===== src/hw/rtl/wcsd_pkg.sv =====
// wcsd_pkg: shared types, word codes and word position tables for the
// word clock span decoder. No dependencies; used by every module of the block.
`default_nettype none

package wcsd_pkg;

    // matrix geometry
    localparam int GRID       = 13;
    localparam int LAST_ROW   = 12;
    localparam int LIST_DEPTH = 9;
    localparam int QUEUE_DEPTH = 2;

    // greeting periods
    localparam logic [2:0] PER_MORNING   = 3'd0;
    localparam logic [2:0] PER_AFTERNOON = 3'd1;
    localparam logic [2:0] PER_EVENING   = 3'd2;
    localparam logic [2:0] PER_NIGHT     = 3'd3;
    localparam logic [2:0] PER_NONE      = 3'd4;

    // colour codes
    localparam logic [2:0] COL_TIME    = 3'd0;
    localparam logic [2:0] COL_AM      = 3'd1;
    localparam logic [2:0] COL_PM      = 3'd2;
    localparam logic [2:0] COL_GREET   = 3'd3;

    // five-minute phrase codes
    localparam logic [2:0] D_OCLOCK     = 3'd0;
    localparam logic [2:0] D_FIVE       = 3'd1;
    localparam logic [2:0] D_TEN        = 3'd2;
    localparam logic [2:0] D_QUARTER    = 3'd3;
    localparam logic [2:0] D_TWENTY     = 3'd4;
    localparam logic [2:0] D_TWENTYFIVE = 3'd5;
    localparam logic [2:0] D_HALF       = 3'd6;

    typedef logic [4:0] word_id_t;

    // word codes; hour words and greetings follow as blocks
    localparam word_id_t W_IT      = 5'd0;
    localparam word_id_t W_IS      = 5'd1;
    localparam word_id_t W_ALMOST  = 5'd2;
    localparam word_id_t W_OCLOCK  = 5'd3;
    localparam word_id_t W_FIVE    = 5'd4;
    localparam word_id_t W_MINUTES = 5'd5;
    localparam word_id_t W_TEN     = 5'd6;
    localparam word_id_t W_A       = 5'd7;
    localparam word_id_t W_QUARTER = 5'd8;
    localparam word_id_t W_TWENTY  = 5'd9;
    localparam word_id_t W_HALF    = 5'd10;
    localparam word_id_t W_PAST    = 5'd11;
    localparam word_id_t W_TO      = 5'd12;
    localparam word_id_t W_AM      = 5'd13;
    localparam word_id_t W_PM      = 5'd14;
    localparam word_id_t W_HOUR_BASE  = 5'd16;
    localparam word_id_t W_GREET_BASE = 5'd28;

    // hour words by hour mod 12 (twelve first)
    localparam logic [3:0] HOUR_ROW [12] =
        '{4'd8, 4'd4, 4'd5, 4'd5, 4'd5, 4'd6, 4'd6, 4'd6, 4'd7, 4'd7, 4'd7, 4'd8};
    localparam logic [3:0] HOUR_FIRST [12] =
        '{4'd7, 4'd9, 4'd0, 4'd3, 4'd8, 4'd0, 4'd5, 4'd8, 4'd0, 4'd5, 4'd9, 4'd0};
    localparam logic [3:0] HOUR_LAST [12] =
        '{4'd12, 4'd11, 4'd2, 4'd7, 4'd11, 4'd3, 4'd7, 4'd12, 4'd4, 4'd8, 4'd11, 4'd5};

    // greeting words by period
    localparam logic [3:0] GREET_ROW   [4] = '{4'd10, 4'd11, 4'd12, 4'd12};
    localparam logic [3:0] GREET_FIRST [4] = '{4'd0, 4'd0, 4'd0, 4'd8};
    localparam logic [3:0] GREET_LAST  [4] = '{4'd11, 4'd8, 4'd6, 4'd12};

    // classified time update passed from front to back
    typedef struct packed {
        logic       greet;
        logic [1:0] period;
        logic       almost;
        logic [2:0] disp;
        logic       use_to;
        logic [3:0] h12;
        logic       pm;
    } desc_t;

    typedef struct packed {
        word_id_t [LIST_DEPTH-1:0] words;
        logic [3:0]                len;
    } word_list_t;

    typedef struct packed {
        logic [7:0] lo;
        logic [7:0] hi;
        logic [2:0] colour;
    } span_t;

    typedef struct packed {
        logic [3:0] row;
        logic [3:0] first;
        logic [3:0] last;
        logic [2:0] colour;
    } word_loc_t;

    // greeting period of an hour
    function automatic logic [2:0] period_of(input logic [4:0] h);
        logic [2:0] p;
        p = PER_NONE;
        if (h >= 5'd5 && h <= 5'd11) p = PER_MORNING;
        else if (h >= 5'd12 && h <= 5'd15) p = PER_AFTERNOON;
        else if (h >= 5'd16 && h <= 5'd20) p = PER_EVENING;
        else if ((h >= 5'd21 && h <= 5'd23) || h <= 5'd1) p = PER_NIGHT;
        return p;
    endfunction

    // logical row and columns of a word
    function automatic word_loc_t word_loc(input word_id_t id);
        word_loc_t  w;
        logic [4:0] off;
        w   = '{row: 4'd3, first: 4'd0, last: 4'd3, colour: COL_TIME};
        off = 5'd0;
        if (id >= W_GREET_BASE)
        begin
            off = id - W_GREET_BASE;
            w.row    = GREET_ROW[off[1:0]];
            w.first  = GREET_FIRST[off[1:0]];
            w.last   = GREET_LAST[off[1:0]];
            w.colour = COL_GREET + {1'b0, off[1:0]};
        end
        else if (id >= W_HOUR_BASE)
        begin
            off = id - W_HOUR_BASE;
            w.row   = HOUR_ROW[off[3:0]];
            w.first = HOUR_FIRST[off[3:0]];
            w.last  = HOUR_LAST[off[3:0]];
        end
        else
        begin
            case (id)
                W_IT:      w = '{4'd0, 4'd0, 4'd1, COL_TIME};
                W_IS:      w = '{4'd0, 4'd3, 4'd4, COL_TIME};
                W_ALMOST:  w = '{4'd0, 4'd6, 4'd11, COL_TIME};
                W_OCLOCK:  w = '{4'd9, 4'd2, 4'd7, COL_TIME};
                W_FIVE:    w = '{4'd2, 4'd6, 4'd9, COL_TIME};
                W_MINUTES: w = '{4'd3, 4'd5, 4'd11, COL_TIME};
                W_TEN:     w = '{4'd1, 4'd10, 4'd12, COL_TIME};
                W_A:       w = '{4'd1, 4'd0, 4'd0, COL_TIME};
                W_QUARTER: w = '{4'd1, 4'd2, 4'd8, COL_TIME};
                W_TWENTY:  w = '{4'd2, 4'd0, 4'd5, COL_TIME};
                W_HALF:    w = '{4'd3, 4'd0, 4'd3, COL_TIME};
                W_PAST:    w = '{4'd4, 4'd0, 4'd3, COL_TIME};
                W_TO:      w = '{4'd4, 4'd6, 4'd7, COL_TIME};
                W_AM:      w = '{4'd9, 4'd9, 4'd10, COL_AM};
                W_PM:      w = '{4'd9, 4'd11, 4'd12, COL_PM};
                default:   w = '{4'd3, 4'd0, 4'd3, COL_TIME};
            endcase
        end
        return w;
    endfunction

    // physical span of a word on the serpentine matrix
    function automatic span_t word_span(input word_id_t id);
        word_loc_t  w;
        logic [3:0] pr;
        logic [7:0] base;
        span_t      s;
        w    = word_loc(id);
        pr   = 4'(LAST_ROW) - w.row;
        base = 8'({4'd0, pr} * 8'(GRID));
        if (!pr[0])
        begin
            s.lo = base + {4'd0, w.first};
            s.hi = base + {4'd0, w.last};
        end
        else
        begin
            s.lo = base + {4'd0, 4'(LAST_ROW) - w.last};
            s.hi = base + {4'd0, 4'(LAST_ROW) - w.first};
        end
        s.colour = w.colour;
        return s;
    endfunction

    // ordered list of words lit for one update
    function automatic word_list_t build_list(input desc_t d);
        word_list_t l;
        logic [3:0] n;
        l.words = '0;
        n       = 4'd0;
        if (d.greet)
        begin
            l.words[0] = W_GREET_BASE + {3'd0, d.period};
            n = 4'd1;
        end
        else
        begin
            l.words[n] = W_IT; n = n + 4'd1;
            l.words[n] = W_IS; n = n + 4'd1;
            if (d.almost)
            begin
                l.words[n] = W_ALMOST; n = n + 4'd1;
            end
            case (d.disp)
                D_OCLOCK:
                begin
                    l.words[n] = W_OCLOCK; n = n + 4'd1;
                end
                D_FIVE:
                begin
                    l.words[n] = W_FIVE; n = n + 4'd1;
                    l.words[n] = W_MINUTES; n = n + 4'd1;
                end
                D_TEN:
                begin
                    l.words[n] = W_TEN; n = n + 4'd1;
                    l.words[n] = W_MINUTES; n = n + 4'd1;
                end
                D_QUARTER:
                begin
                    l.words[n] = W_A; n = n + 4'd1;
                    l.words[n] = W_QUARTER; n = n + 4'd1;
                end
                D_TWENTY:
                begin
                    l.words[n] = W_TWENTY; n = n + 4'd1;
                    l.words[n] = W_MINUTES; n = n + 4'd1;
                end
                D_TWENTYFIVE:
                begin
                    l.words[n] = W_TWENTY; n = n + 4'd1;
                    l.words[n] = W_FIVE; n = n + 4'd1;
                    l.words[n] = W_MINUTES; n = n + 4'd1;
                end
                default:
                begin
                    l.words[n] = W_HALF; n = n + 4'd1;
                end
            endcase
            if (d.disp != D_OCLOCK)
            begin
                l.words[n] = d.use_to ? W_TO : W_PAST;
                n = n + 4'd1;
            end
            l.words[n] = W_HOUR_BASE + {1'b0, d.h12}; n = n + 4'd1;
            l.words[n] = d.pm ? W_PM : W_AM; n = n + 4'd1;
        end
        l.len = n;
        return l;
    endfunction

endpackage

`default_nettype wire


===== src/hw/rtl/wcsd_front.sv =====
// wcsd_front: accepts time updates, tracks the greeting state and classifies
// each update into a descriptor. Depends on wcsd_pkg.
`default_nettype none

module wcsd_front (
    input  wire logic           clk,
    input  wire logic           rst_n,
    input  wire logic           push,
    input  wire logic [4:0]     hour,
    input  wire logic [5:0]     minute,
    output wcsd_pkg::desc_t     desc
);

    logic [2:0] period_reg, period_next;
    logic       done_reg, done_next;

    logic [2:0] per;
    logic       done_eff;
    logic       greet;
    logic [5:0] m_c;
    logic [9:0] prod_q, prod_k;
    logic [3:0] q5, k5;
    logic [5:0] rem5;
    logic [5:0] h_adj;
    logic [5:0] h24;
    logic [2:0] disp;
    logic       use_to;
    logic       offset;

    // greeting decision
    always_comb
    begin
        per      = wcsd_pkg::period_of(hour);
        done_eff = (per == period_reg) ? done_reg : 1'b0;
        greet    = (per != wcsd_pkg::PER_NONE) && !done_eff && (minute == 6'd0);
        period_next = per;
        done_next   = done_eff | greet;
    end

    // minute bucket, reciprocal of five as 13/64 for values up to 61
    always_comb
    begin
        m_c    = (minute > 6'd59) ? 6'd59 : minute;
        prod_q = {4'd0, m_c} * 10'd13;
        q5     = prod_q[9:6];
        rem5   = m_c - 6'({2'd0, q5} * 6'd5);
        prod_k = {4'd0, m_c + 6'd2} * 10'd13;
        k5     = prod_k[9:6];
        if (k5 == 4'd12) begin
            disp   = wcsd_pkg::D_OCLOCK;
            use_to = 1'b0;
            offset = 1'b1;
        end else if (k5 > 4'd6) begin
            disp   = 3'(4'd12 - k5);
            use_to = 1'b1;
            offset = 1'b1;
        end else begin
            disp   = k5[2:0];
            use_to = 1'b0;
            offset = 1'b0;
        end
    end

    // hour word and am/pm
    always_comb
    begin
        h_adj = {1'b0, hour} + {5'd0, offset};
        h24   = (h_adj >= 6'd24) ? h_adj - 6'd24 : h_adj;
        desc.greet  = greet;
        desc.period = per[1:0];
        desc.almost = rem5 >= 6'd3;
        desc.disp   = disp;
        desc.use_to = use_to;
        desc.pm     = h24 >= 6'd12;
        if (h_adj >= 6'd24)
            desc.h12 = 4'(h_adj - 6'd24);
        else if (h_adj >= 6'd12)
            desc.h12 = 4'(h_adj - 6'd12);
        else
            desc.h12 = h_adj[3:0];
    end

    // greeting state
    always_ff @(posedge clk or negedge rst_n)
    begin
        if (!rst_n)
        begin
            period_reg <= wcsd_pkg::PER_NONE;
            done_reg   <= 1'b0;
        end
        else if (push)
        begin
            period_reg <= period_next;
            done_reg   <= done_next;
        end
    end

endmodule

`default_nettype wire


===== src/hw/rtl/wcsd_queue.sv =====
// wcsd_queue: two-entry descriptor queue between front and back.
// Depends on wcsd_pkg.
`default_nettype none

module wcsd_queue (
    input  wire logic           clk,
    input  wire logic           rst_n,
    input  wire logic           push,
    input  wcsd_pkg::desc_t     push_desc,
    output logic                full,
    input  wire logic           pop,
    output logic                head_valid,
    output wcsd_pkg::desc_t     head_desc
);

    wcsd_pkg::desc_t slots_reg [wcsd_pkg::QUEUE_DEPTH];
    logic       wr_ptr_reg, wr_ptr_next;
    logic       rd_ptr_reg, rd_ptr_next;
    logic [1:0] count_reg, count_next;

    assign full       = count_reg == 2'(wcsd_pkg::QUEUE_DEPTH);
    assign head_valid = count_reg != 2'd0;
    assign head_desc  = slots_reg[rd_ptr_reg];

    // pointer and fill bookkeeping
    always_comb
    begin
        wr_ptr_next = push ? ~wr_ptr_reg : wr_ptr_reg;
        rd_ptr_next = pop ? ~rd_ptr_reg : rd_ptr_reg;
        count_next  = count_reg + {1'b0, push} - {1'b0, pop};
    end

    always_ff @(posedge clk or negedge rst_n)
    begin
        if (!rst_n)
        begin
            wr_ptr_reg <= 1'b0;
            rd_ptr_reg <= 1'b0;
            count_reg  <= 2'd0;
        end
        else
        begin
            wr_ptr_reg <= wr_ptr_next;
            rd_ptr_reg <= rd_ptr_next;
            count_reg  <= count_next;
        end
    end

    // entry storage
    always_ff @(posedge clk)
    begin
        if (push)
            slots_reg[wr_ptr_reg] <= push_desc;
    end

endmodule

`default_nettype wire


===== src/hw/rtl/wcsd_back.sv =====
// wcsd_back: expands one descriptor into its word list and, while the sink is
// ready, emits one span per cycle via an output register. Depends on wcsd_pkg.
`default_nettype none

module wcsd_back (
    input  wire logic           clk,
    input  wire logic           rst_n,
    input  wire logic           q_valid,
    input  wcsd_pkg::desc_t     q_desc,
    output logic                pop,
    output logic                out_valid,
    input  wire logic           out_ready,
    output logic [7:0]          led_low,
    output logic [7:0]          led_high,
    output logic [2:0]          colour_code,
    output logic                last_span
);

    logic                 active_reg, active_next;
    wcsd_pkg::word_id_t [wcsd_pkg::LIST_DEPTH-1:0] words_reg;
    logic [3:0]           len_reg;
    logic [3:0]           idx_reg, idx_next;
    logic                 out_valid_reg, out_valid_next;
    logic [7:0]           low_reg, high_reg;
    logic [2:0]           colour_reg;
    logic                 last_reg;

    wcsd_pkg::word_list_t list_new;
    wcsd_pkg::span_t      span;
    logic                 last_now;
    logic                 out_load;

    assign list_new = wcsd_pkg::build_list(q_desc);
    assign span     = wcsd_pkg::word_span(words_reg[idx_reg]);
    assign last_now = idx_reg == (len_reg - 4'd1);
    assign out_load = active_reg && (!out_valid_reg || out_ready);
    assign pop      = q_valid && (!active_reg || (out_load && last_now));

    // sequencer over the word list
    always_comb
    begin
        active_next = active_reg;
        idx_next    = idx_reg;
        if (pop)
        begin
            active_next = 1'b1;
            idx_next    = 4'd0;
        end
        else if (out_load)
        begin
            if (last_now)
                active_next = 1'b0;
            else
                idx_next = idx_reg + 4'd1;
        end
        if (out_load)
            out_valid_next = 1'b1;
        else if (out_ready)
            out_valid_next = 1'b0;
        else
            out_valid_next = out_valid_reg;
    end

    always_ff @(posedge clk or negedge rst_n)
    begin
        if (!rst_n)
        begin
            active_reg    <= 1'b0;
            idx_reg       <= 4'd0;
            out_valid_reg <= 1'b0;
        end
        else
        begin
            active_reg    <= active_next;
            idx_reg       <= idx_next;
            out_valid_reg <= out_valid_next;
        end
    end

    // word list and output payload
    always_ff @(posedge clk)
    begin
        if (pop)
        begin
            words_reg <= list_new.words;
            len_reg   <= list_new.len;
        end
        if (out_load)
        begin
            low_reg    <= span.lo;
            high_reg   <= span.hi;
            colour_reg <= span.colour;
            last_reg   <= last_now;
        end
    end

    assign out_valid   = out_valid_reg;
    assign led_low     = low_reg;
    assign led_high    = high_reg;
    assign colour_code = colour_reg;
    assign last_span   = last_reg;

    // list position stays inside a non-empty list
    assert property (@(posedge clk) disable iff (!rst_n)
        active_reg |-> (len_reg != 4'd0 && idx_reg < len_reg &&
                        len_reg <= 4'(wcsd_pkg::LIST_DEPTH)))
        else $error("span index outside word list");

    // final span with nothing queued leaves the sequencer idle
    assert property (@(posedge clk) disable iff (!rst_n)
        (out_load && last_now && !q_valid) |=> !active_reg)
        else $error("sequencer stayed busy after final span");

    // a non-final span advances by one
    assert property (@(posedge clk) disable iff (!rst_n)
        (out_load && !last_now) |=> (active_reg && idx_reg == $past(idx_reg) + 4'd1))
        else $error("span index did not advance");

    // a loaded final span carries the last span flag
    assert property (@(posedge clk) disable iff (!rst_n)
        (out_load && last_now) |=> (out_valid_reg && last_reg))
        else $error("final span not flagged");

endmodule

`default_nettype wire


===== src/hw/rtl/word_clock_span_decoder_top.sv =====
// word_clock_span_decoder_top: top level of the word clock span decoder.
// Depends on wcsd_pkg, wcsd_front, wcsd_queue and wcsd_back.
`default_nettype none

// Each accepted time request (hour, minute) yields one to nine lit word spans
// on the 13x13 serpentine matrix, one span per clock while the sink is ready,
// on the result channel, last_span marking the final one; all of them come
// from the single span emitter in the back part.
// The front takes a request every cycle while the two-entry descriptor queue
// has room, updating the greeting state at acceptance, so requests may be
// issued back to back and the next update's spans follow the previous
// update's last span with no gap. Results sit in an output register, so the
// sink may stall at any time without loss.
module word_clock_span_decoder_top (
    input  wire logic       clk,
    input  wire logic       rst_n,
    input  wire logic       in_valid,
    output logic            in_ready,
    input  wire logic [4:0] hour,
    input  wire logic [5:0] minute,
    output logic            out_valid,
    input  wire logic       out_ready,
    output logic [7:0]      led_low,
    output logic [7:0]      led_high,
    output logic [2:0]      colour_code,
    output logic            last_span
);

    wcsd_pkg::desc_t front_desc;
    wcsd_pkg::desc_t head_desc;
    logic            q_full;
    logic            q_valid;
    logic            q_pop;
    logic            push;

    assign in_ready = !q_full;
    assign push     = in_valid && in_ready;

    // classification of incoming requests
    wcsd_front u_front (
        .clk    (clk),
        .rst_n  (rst_n),
        .push   (push),
        .hour   (hour),
        .minute (minute),
        .desc   (front_desc)
    );

    // decoupling queue
    wcsd_queue u_queue (
        .clk        (clk),
        .rst_n      (rst_n),
        .push       (push),
        .push_desc  (front_desc),
        .full       (q_full),
        .pop        (q_pop),
        .head_valid (q_valid),
        .head_desc  (head_desc)
    );

    // span emission
    wcsd_back u_back (
        .clk         (clk),
        .rst_n       (rst_n),
        .q_valid     (q_valid),
        .q_desc      (head_desc),
        .pop         (q_pop),
        .out_valid   (out_valid),
        .out_ready   (out_ready),
        .led_low     (led_low),
        .led_high    (led_high),
        .colour_code (colour_code),
        .last_span   (last_span)
    );

endmodule

`default_nettype wire

===== config.mk =====
export PLATFORM = sky130hd
export DESIGN_NAME = word_clock_span_decoder_top
export DESIGN_NICKNAME = d
export VERILOG_FILES = /design/src/hw/rtl/wcsd_pkg.sv /design/src/hw/rtl/wcsd_front.sv /design/src/hw/rtl/wcsd_queue.sv /design/src/hw/rtl/wcsd_back.sv /design/src/hw/rtl/word_clock_span_decoder_top.sv
export SDC_FILE = /design/constraint.sdc
export NUM_CORES = 1
export LEC_CHECK = 0
export ABC_AREA = 1
export ABC_CLOCK_PERIOD_IN_PS = 15100
export BUFFER_PORTS_ARGS = -buffer_cell sky130_fd_sc_hd__buf_2
export CORE_UTILIZATION = 40
export DETAILED_ROUTE_END_ITERATION = 6
export PLACE_DENSITY = 0.58
export SYNTH_ARGS = -nofsm -noshare
export SYNTH_HDL_FRONTEND = slang
export SYNTH_SLANG_ARGS = --single-unit

===== constraint.sdc =====
create_clock -name clk -period 15.1 [get_ports clk]
set_clock_uncertainty 0.15 [all_clocks]
set_input_delay 3.02 -clock clk [delete_from_list [all_inputs] [get_ports clk]]
set_output_delay 3.02 -clock clk [all_outputs]
set_load 0.01 [all_outputs]

==> results.cfg, run 1 <==
[sta]
fin_crit_sh = 0.555
setup_tns_ns = 0
maxSlewHeadroom = 0.277
finalHoldViolCount = 0
setup_violations = 0
tightest_slew_ns = 1.08
period_minus_slack_ns = 8.39
rsz0062_at_grt = false
slew_violations = 0
max_freq_ghz = 0.119

[clocking]
path_clk_slew_ns = 0.08
cts_sinks = 109
ctsHoldBuffers = 0
cts_buffers = 9
cts.path.max_buffers = 2
cts_tree = done
cts_max_level = 3
cts_root_buf = clkbuf_16
post-cts-setup-buffers = 0
clk_latency_ns = 0.35
ctsResizeCount = 0

[logic_synthesis]
syn_avg_cell_area_um2 = 7.89
syn_area_um2 = 8930
async_reset_ff_frac = 0.128
synth_edf_count = 95
synth_seq_cells = 109
netlist_instances = 1132
synth_ff_type = edfxtp_1
yosysUniqueCellTypes = 60
syn_nets = 1237
ys_seq_area_frac = 0.359
synth-warning-count = 0

[die]
pin_count = 37
start_util = 0.408
die_w_um = 151
die_area_um2 = 22900
num_rows = 54
coreArea_um2 = 21900
chipHeight_um = 151

[min_path]
hold_path_class = flip-flop to flip-flop
min_to = u_front.done_reg
hold_depth = 2
min_from = u_front.done_reg

[route]
routedWlPerCell_um = 14.3
drt-pass1-iter-count = 4
drtIter0Drc = 461
drt_wl_total_um = 20800
ant_nets = 0
vias = 7333
vias_per_cell = 5.07
drc_errors = 0

[placed_design]
portBuffers = 36
dp_cells = 1431
dpl.hpwl_um = 16200
gp_routability_congestion = 0.919

[worst_setup_path]
cpMostUsedCell = ha_1
r2r-end = u_back.led_high[7]
worstPathArrival_ns = 8.32
end_kind = flip-flop
r2r-start = u_back.idx_reg[1]
reg2reg_depth = 25
crit_path_start = minute[4]
critPathMaxStageDelay_ns = 0.49
cp_max_fo = 5
rrSetupSlack_ns = 8.84
start_kind = input pin
critical_path_required_ns = 15.03
cp_slowest_cell = fa_1
critical_path_class = input pin to flip-flop

[global_routing]
grt_antenna_before_repair = 0
grt_pass1_vias = 6954
grt_max_degree = 54
grt_overflow = 0
grt_pass1_wl_um = 34900
track_usage = 0.194

[finish]
final_cell_mix = nand2_1, inv_1, edfxtp_1, nand3_1, nor2_1
layout_commonest_cell = nand2_1
layout.nets = 1267
stdcell_count = 1447
num-fill-cells = 2219
largest_reg_flops = 45
synthToLayoutAreaGrowth_pct = 7.90
antennaDiodeCount = 0
drive_above_1_share = 0.115

[flow_run]
drv_cap = 0

[run_status]
status = finished clean
Yosys cell counts (3+ instances only):
| master | count | share of area |
|---|---|---|
| nand2_1 | 271 | 0.11 |
| inv_1 | 173 | 0.073 |
| edfxtp_1 | 95 | 0.32 |
| nand3_1 | 89 | 0.050 |
| nor2_1 | 83 | 0.035 |
| ha_1 | 81 | 0.11 |
| o21ai_0 | 47 | 0.026 |
| a21oi_1 | 44 | 0.025 |
| xor2_1 | 28 | 0.027 |
| nand2_2 | 20 | 0.014 |
| a31oi_1 | 14 | 0.0098 |
| xnor2_1 | 14 | 0.014 |
| dfrtp_1 | 13 | 0.036 |
| inv_2 | 13 | 0.0055 |
| nand4_1 | 11 | 0.0077 |
| or2_2 | 10 | 0.0070 |
| fa_1 | 9 | 0.020 |
| buf_2 | 8 | 0.0045 |
| nor3_1 | 7 | 0.0039 |
| buf_4 | 6 | 0.0050 |
| nor2_2 | 6 | 0.0042 |
| o21ai_1 | 6 | 0.0034 |
| buf_6 | 5 | 0.0063 |
| o22ai_1 | 5 | 0.0035 |
| a311oi_1 | 4 | 0.0039 |
| a32oi_1 | 4 | 0.0039 |
| clkbuf_1 | 4 | 0.0017 |
| nand2_4 | 4 | 0.0050 |
| o31ai_1 | 4 | 0.0034 |
| a211oi_1 | 3 | 0.0025 |
| a21oi_2 | 3 | 0.0029 |
| inv_4 | 3 | 0.0021 |
| nor2_4 | 3 | 0.0038 |
| nor3b_1 | 3 | 0.0025 |
| o211ai_1 | 3 | 0.0025 |
| o21ai_2 | 3 | 0.0029 |
layer usage:
layer,part of all wire,wire length (µm),up-vias,GRT usage
li1,-,-,3807,-
met1,0.48,9950,3387,0.268
met2,0.48,9970,123,0.327
met3,0.030,626,16,0.0211
met4,0.010,216,0,0.0370
met5,0,0,-,0
stage by stage:
stage | cell area [µm²] | util | worst slack, ns | hold slack (ns)
6_report | 9640 | 0.440 | 6.71 | 0.349
5_1_grt | 9640 | 0.440 | 6.15 | 0.375
4_1_cts | 9640 | 0.440 | 6.69 | 0.354
3_5_place_dp | 9350 | 0.427 | 6.33 | 0.335
3_3_place_gp | 9350 | 0.427 | 6.58 | 0.323
2_1_floorplan | 8930 | - | 6.99 | 0.299
critical path, delay by kind of cell:
kind / cells / cell delay, ns
adder cells (fa/ha/maj): 9 / 2.29
AND/OR/NAND/NOR: 10 / 1.07
XOR/XNOR: 2 / 0.50
buffers and inverters: 7 / 0.61
AO/OA/AOI/OAI: 5 / 0.82
worst max path at each step:
stage / end / slack (ns)
6_report: u_queue.slots_reg[0][0] / 6.71
5_1_grt: u_queue.slots_reg[0][0] / 6.15
4_1_cts: u_queue.slots_reg[0][0] / 6.69
3_5_place_dp: u_queue.slots_reg[0][0] / 6.33
3_3_place_gp: u_queue.slots_reg[0][0] / 6.58
2_1_floorplan: u_queue.slots_reg[0][0] / 6.99
cell families after synthesis:
family	Yosys count	synth area share
XOR/XNOR	42	0.0412
buffers and inverters	215	0.0997
AO/OA/AOI/OAI	155	0.104
other	1	0.000420
adder cells (fa/ha/maj)	90	0.134
flip-flops	109	0.359
AND/OR/NAND/NOR	520	0.263
final cells by class:
cell class / count / area [µm²] / share of cell area
Multi-Input combinational cell: 808 / 4840 / 0.502
Clock inverter: 6 / 55.1 / 0.00571
Tap cell: 280 / 350 / 0.0364
Clock buffer: 10 / 229 / 0.0238
Inverter: 192 / 734 / 0.0762
Timing Repair Buffer: 42 / 225 / 0.0234
Sequential cell: 109 / 3200 / 0.333
Power of run 1 is left out: the tool's default activity adds up to more than one toggle a clock period on the data nets, which glitch-free logic cannot reach.
==> inputs of run 2 (changes only) <==
- ABC_CLOCK_PERIOD_IN_PS: 15100 -> 7500
- PLACE_DENSITY: 0.58 -> 0.6
- clock period: 15.1 -> 7.5 ns (I/O delays scaled with it)
==> run 2 against run 1 <==
Net effect:
- register-to-register slack got worse by 7.7 ns
- first-iteration DRC count fell by 12%
- clock-buffer cell count rose by 1
- cell area rose by 0.12%
- flip-flop and latch count did not move
- die area did not move
- global-route usage fell by 0.15 points
- cell count barely moved
- non-clock buffer count fell by 1
- worst hold slack got worse by 0.012 ns
- critical path depth did not move
- critical path type unchanged
- largest cell class unchanged
==> results.cfg, run 2 (synthesis gave the netlist of run 1 again) <==
[run_status]
status = finished clean

[worst_setup_path]
rrSetupSlack_ns = 1.12
start_kind = input pin
critical_path_class = input pin to flip-flop
end_kind = flip-flop
critPathMaxStageDelay_ns = 0.49
critical_path_required_ns = 7.44
cpMostUsedCell = ha_1
worstPathArrival_ns = 6.79
cp_slowest_cell = fa_1
cp_max_fo = 5

[global_routing]
grt_antenna_before_repair = 0
grt_pass1_wl_um = 34500
grt_pass1_vias = 6966
grt_overflow = 0
track_usage = 0.192
grt_max_degree = 54

[sta]
maxSlewHeadroom = 0.189
setup_tns_ns = 0
max_freq_ghz = 0.146
finalHoldViolCount = 0
tightest_slew_ns = 1.21
period_minus_slack_ns = 6.85
slew_violations = 0
fin_crit_sh = 0.913
setup_violations = 0
rsz0062_at_grt = false

[finish]
antennaDiodeCount = 0
synthToLayoutAreaGrowth_pct = 8.03
layout.nets = 1266
largest_reg_flops = 45
final_cell_mix = nand2_1, inv_1, edfxtp_1, nand3_1, nor2_1
drive_above_1_share = 0.114
layout_commonest_cell = nand2_1
num-fill-cells = 2232

[route]
drt_wl_total_um = 21000
drc_errors = 0
vias = 7399
drtIter0Drc = 407
routedWlPerCell_um = 14.5
vias_per_cell = 5.12
ant_nets = 0
drt-pass1-iter-count = 5

[clocking]
cts_buffers = 9
cts_sinks = 109
cts.path.max_buffers = 2
cts_max_level = 3
ctsResizeCount = 0
cts_tree = done
clk_latency_ns = 0.36
post-cts-setup-buffers = 0
ctsHoldBuffers = 0
cts_root_buf = clkbuf_16
path_clk_slew_ns = 0.07

[die]
start_util = 0.408
chipHeight_um = 151
num_rows = 54
coreArea_um2 = 21900
pin_count = 37
die_w_um = 151
die_area_um2 = 22900

[flow_run]
drv_cap = 0

[placed_design]
dpl.hpwl_um = 16300
gp_routability_congestion = 0.885
portBuffers = 36

[min_path]
hold_path_class = flip-flop to flip-flop
## run 2: routing by layer
| layer | track usage | vias to the layer above | share of wire |
|---|---|---|---|
| met3 | 0.0286 | 35 | 0.037 |
| met5 | 0 | - | 0 |
| li1 | - | 3781 | - |
| met1 | 0.262 | 3422 | 0.48 |
| met2 | 0.314 | 161 | 0.46 |
| met4 | 0.0570 | 0 | 0.022 |
## run 2: layout make-up
type / instances / area [µm²] / area share
timing repair buffer: 41 / 218 / 0.0226
sequential: 109 / 3200 / 0.332
clock buffer: 11 / 243 / 0.0252
inverter: 192 / 734 / 0.0761
multi-input combinational: 808 / 4840 / 0.501
clock inverter: 5 / 60.1 / 0.00622
tap: 280 / 350 / 0.0363
## run 2: final timing paths
check / startpoint / to / depth (start not counted)
max in group asynchronous: rst_n / u_front.period_reg[2] / 1
setup / recovery: minute[4] / u_queue.slots_reg[0][0] / 33
hold / removal: u_front.done_reg / u_front.done_reg / 2
min in group asynchronous: rst_n / u_back.idx_reg[3] / 1
hold reg to reg: u_front.done_reg / u_front.done_reg / 2
setup reg to reg: u_back.idx_reg[0] / u_back.led_high[7] / 26
## run 2: metrics by stage
step / area [µm²] / setup slack, ns / hold slack [ns] / std cells / utilization
after global placement: 9350 / 0.490 / 0.314 / 1430 / 0.427
after detailed placement: 9350 / 0.286 / 0.317 / 1430 / 0.427
final: 9650 / 0.653 / 0.337 / 1446 / 0.441
after global routing: 9650 / 0.0374 / 0.377 / 1446 / 0.441
after floorplan: 8930 / 0.912 / 0.299 / 1132 / -
after CTS: 9650 / 0.662 / 0.337 / 1446 / 0.441
## run 2: worst max-delay path, delay by kind of cell
kind            cells  cell delay (ns)
compound gates      5             0.82
buf+inv             7             0.62
xor+xnor            2             0.49
fa+ha+maj           9             2.28
simple gates       10             1.06
Power of run 2 is left out for the same reason.
==> inputs of run 3 (changes only) <==
- GPL_ROUTABILITY_DRIVEN: default -> 0
- REMOVE_ABC_BUFFERS: default -> 1
==> run 3 against run 2 <==
Net effect:
- maximum frequency decreased by 0.60%
- cell count grew 0.14%
- critical path type unchanged
- cell area grew 0.22%
- critical path depth unchanged
==> results.cfg, run 3 (synthesis gave the netlist of run 1 again) <==
[run_status]
status = finished clean

[finish]
ff_latch_area_um2 = 3200
largest_reg_flops = 45
layout_commonest_cell = nand2_1
multi_input_comb_area_um2 = 4840
synthToLayoutAreaGrowth_pct = 8.27
layout.nets = 1268
drive_above_1_share = 0.116
final_cell_mix = nand2_1, inv_1, edfxtp_1, nand3_1, nor2_1
fin_area_um2 = 9670
num-fill-cells = 2234
antennaDiodeCount = 0

[die]
pin_count = 37
chipHeight_um = 151
coreArea_um2 = 21900
die_w_um = 151
num_rows = 54
start_util = 0.408
die_area_um2 = 22900

[placed_design]
dpl.hpwl_um = 15300
postPlaceCellArea_um2 = 9350
portBuffers = 36
pre_cts_ws_ns = 0.259

[worst_setup_path]
worst-path-stages = 33
critical_path_required_ns = 7.43
start_kind = input pin
cp_num_buf_inv = 7
cpMostUsedCell = ha_1
reg2reg_depth = 25
cp_max_fo = 5
cp_slowest_cell = fa_1
worstPathArrival_ns = 6.82
critical_path_class = input pin to flip-flop
critical-path-top-delay-family = adder cells
end_kind = flip-flop
critPathMaxStageDelay_ns = 0.49

[clocking]
ctsResizeCount = 0
cts_root_buf = clkbuf_16
cts_buffers = 9
cts_sinks = 109
post-cts-setup-buffers = 0
cts_tree = done
ctsHoldBuffers = 0
clk_latency_ns = 0.36
cts_max_level = 3
cts.path.max_buffers = 2
path_clk_slew_ns = 0.07

[min_path]
hold_depth = 2
hold_path_class = flip-flop to flip-flop

[global_routing]
gr-usage-met2 = 0.305
grt_max_degree = 54
use_met1 = 0.234
grt_pass1_wl_um = 32700
grtUsageMet3 = 0.0196
grt_overflow = 0
grt_pass1_vias = 6763
grt_antenna_before_repair = 0
grt_busiest_layer = met2
track_usage = 0.179

[route]
drt_wl_total_um = 19700
ant_nets = 0
routedWlPerCell_um = 13.6
vias_per_cell = 5.03
drtIter0Drc = 433
drc_errors = 0
drt-pass1-iter-count = 7
vias = 7277

[sta]
period_minus_slack_ns = 6.89
setup_tns_ns = 0
tightest_slew_ns = 1.17
finalHoldViolCount = 0
maxSlewHeadroom = 0.215
slew_violations = 0
rsz0062_at_grt = false
worst_slack_ns = 0.612
max_freq_ghz = 0.145
hold_slack_ns = 0.339
setup_violations = 0
fin_crit_sh = 0.918

[flow_run]
drv_cap = 0
[run 3: metrics by stage]
step                 util  instances
finish              0.442       1448
global route        0.442       1448
CTS                 0.441       1447
detailed placement  0.427       1431
global placement    0.427       1431
floorplan               -       1109
[run 3: worst paths after layout]
kind                                        start  slack [ns]                      end
worst max-delay path                    minute[4]        0.61  u_queue.slots_reg[1][0]
worst min-delay path             u_front.done_reg        0.34         u_front.done_reg
worst max register to register  u_back.idx_reg[0]        1.19       u_back.led_high[7]
worst min register to register   u_front.done_reg        0.34         u_front.done_reg
max in group asynchronous                   rst_n        6.00    u_front.period_reg[2]
min in group asynchronous                   rst_n        0.89         u_back.out_valid
[run 3: area by class of cell]
type / count / area share
Multi-Input combinational cell: 808 / 0.500
Sequential cell: 109 / 0.331
Inverter: 192 / 0.0760
Tap cell: 280 / 0.0362
Clock buffer: 10 / 0.0247
Timing Repair Buffer: 43 / 0.0241
Clock inverter: 6 / 0.00725
[run 3: worst reg2reg max path, cell delays in order, from the launching register on]
cell	delay [ns]
dfrtp_1	0.84
buf_4	0.31
nor2_1	0.07
nor2_1	0.08
o21ai_0	0.11
nand3_1	0.11
nand3_1	0.08
nand2_1	0.29
inv_1	0.17
ha_1	0.37
inv_1	0.11
nand3_1	0.12
a21oi_1	0.08
o21ai_0	0.37
a21oi_1	0.16
ha_1	0.38
inv_1	0.16
ha_1	0.33
ha_1	0.31
inv_1	0.06
fa_1	0.46
xnor2_1	0.39
inv_1	0.13
nor2_1	0.20
nand2_1	0.09
xor2_1	0.15
[run 3: per-layer routing]
metal	vias up	part of all wire
met5	-	0
met4	0	0.019
met3	23	0.032
met2	138	0.48
met1	3328	0.46
li1	3788	-
Power of run 3 is left out for the same reason.
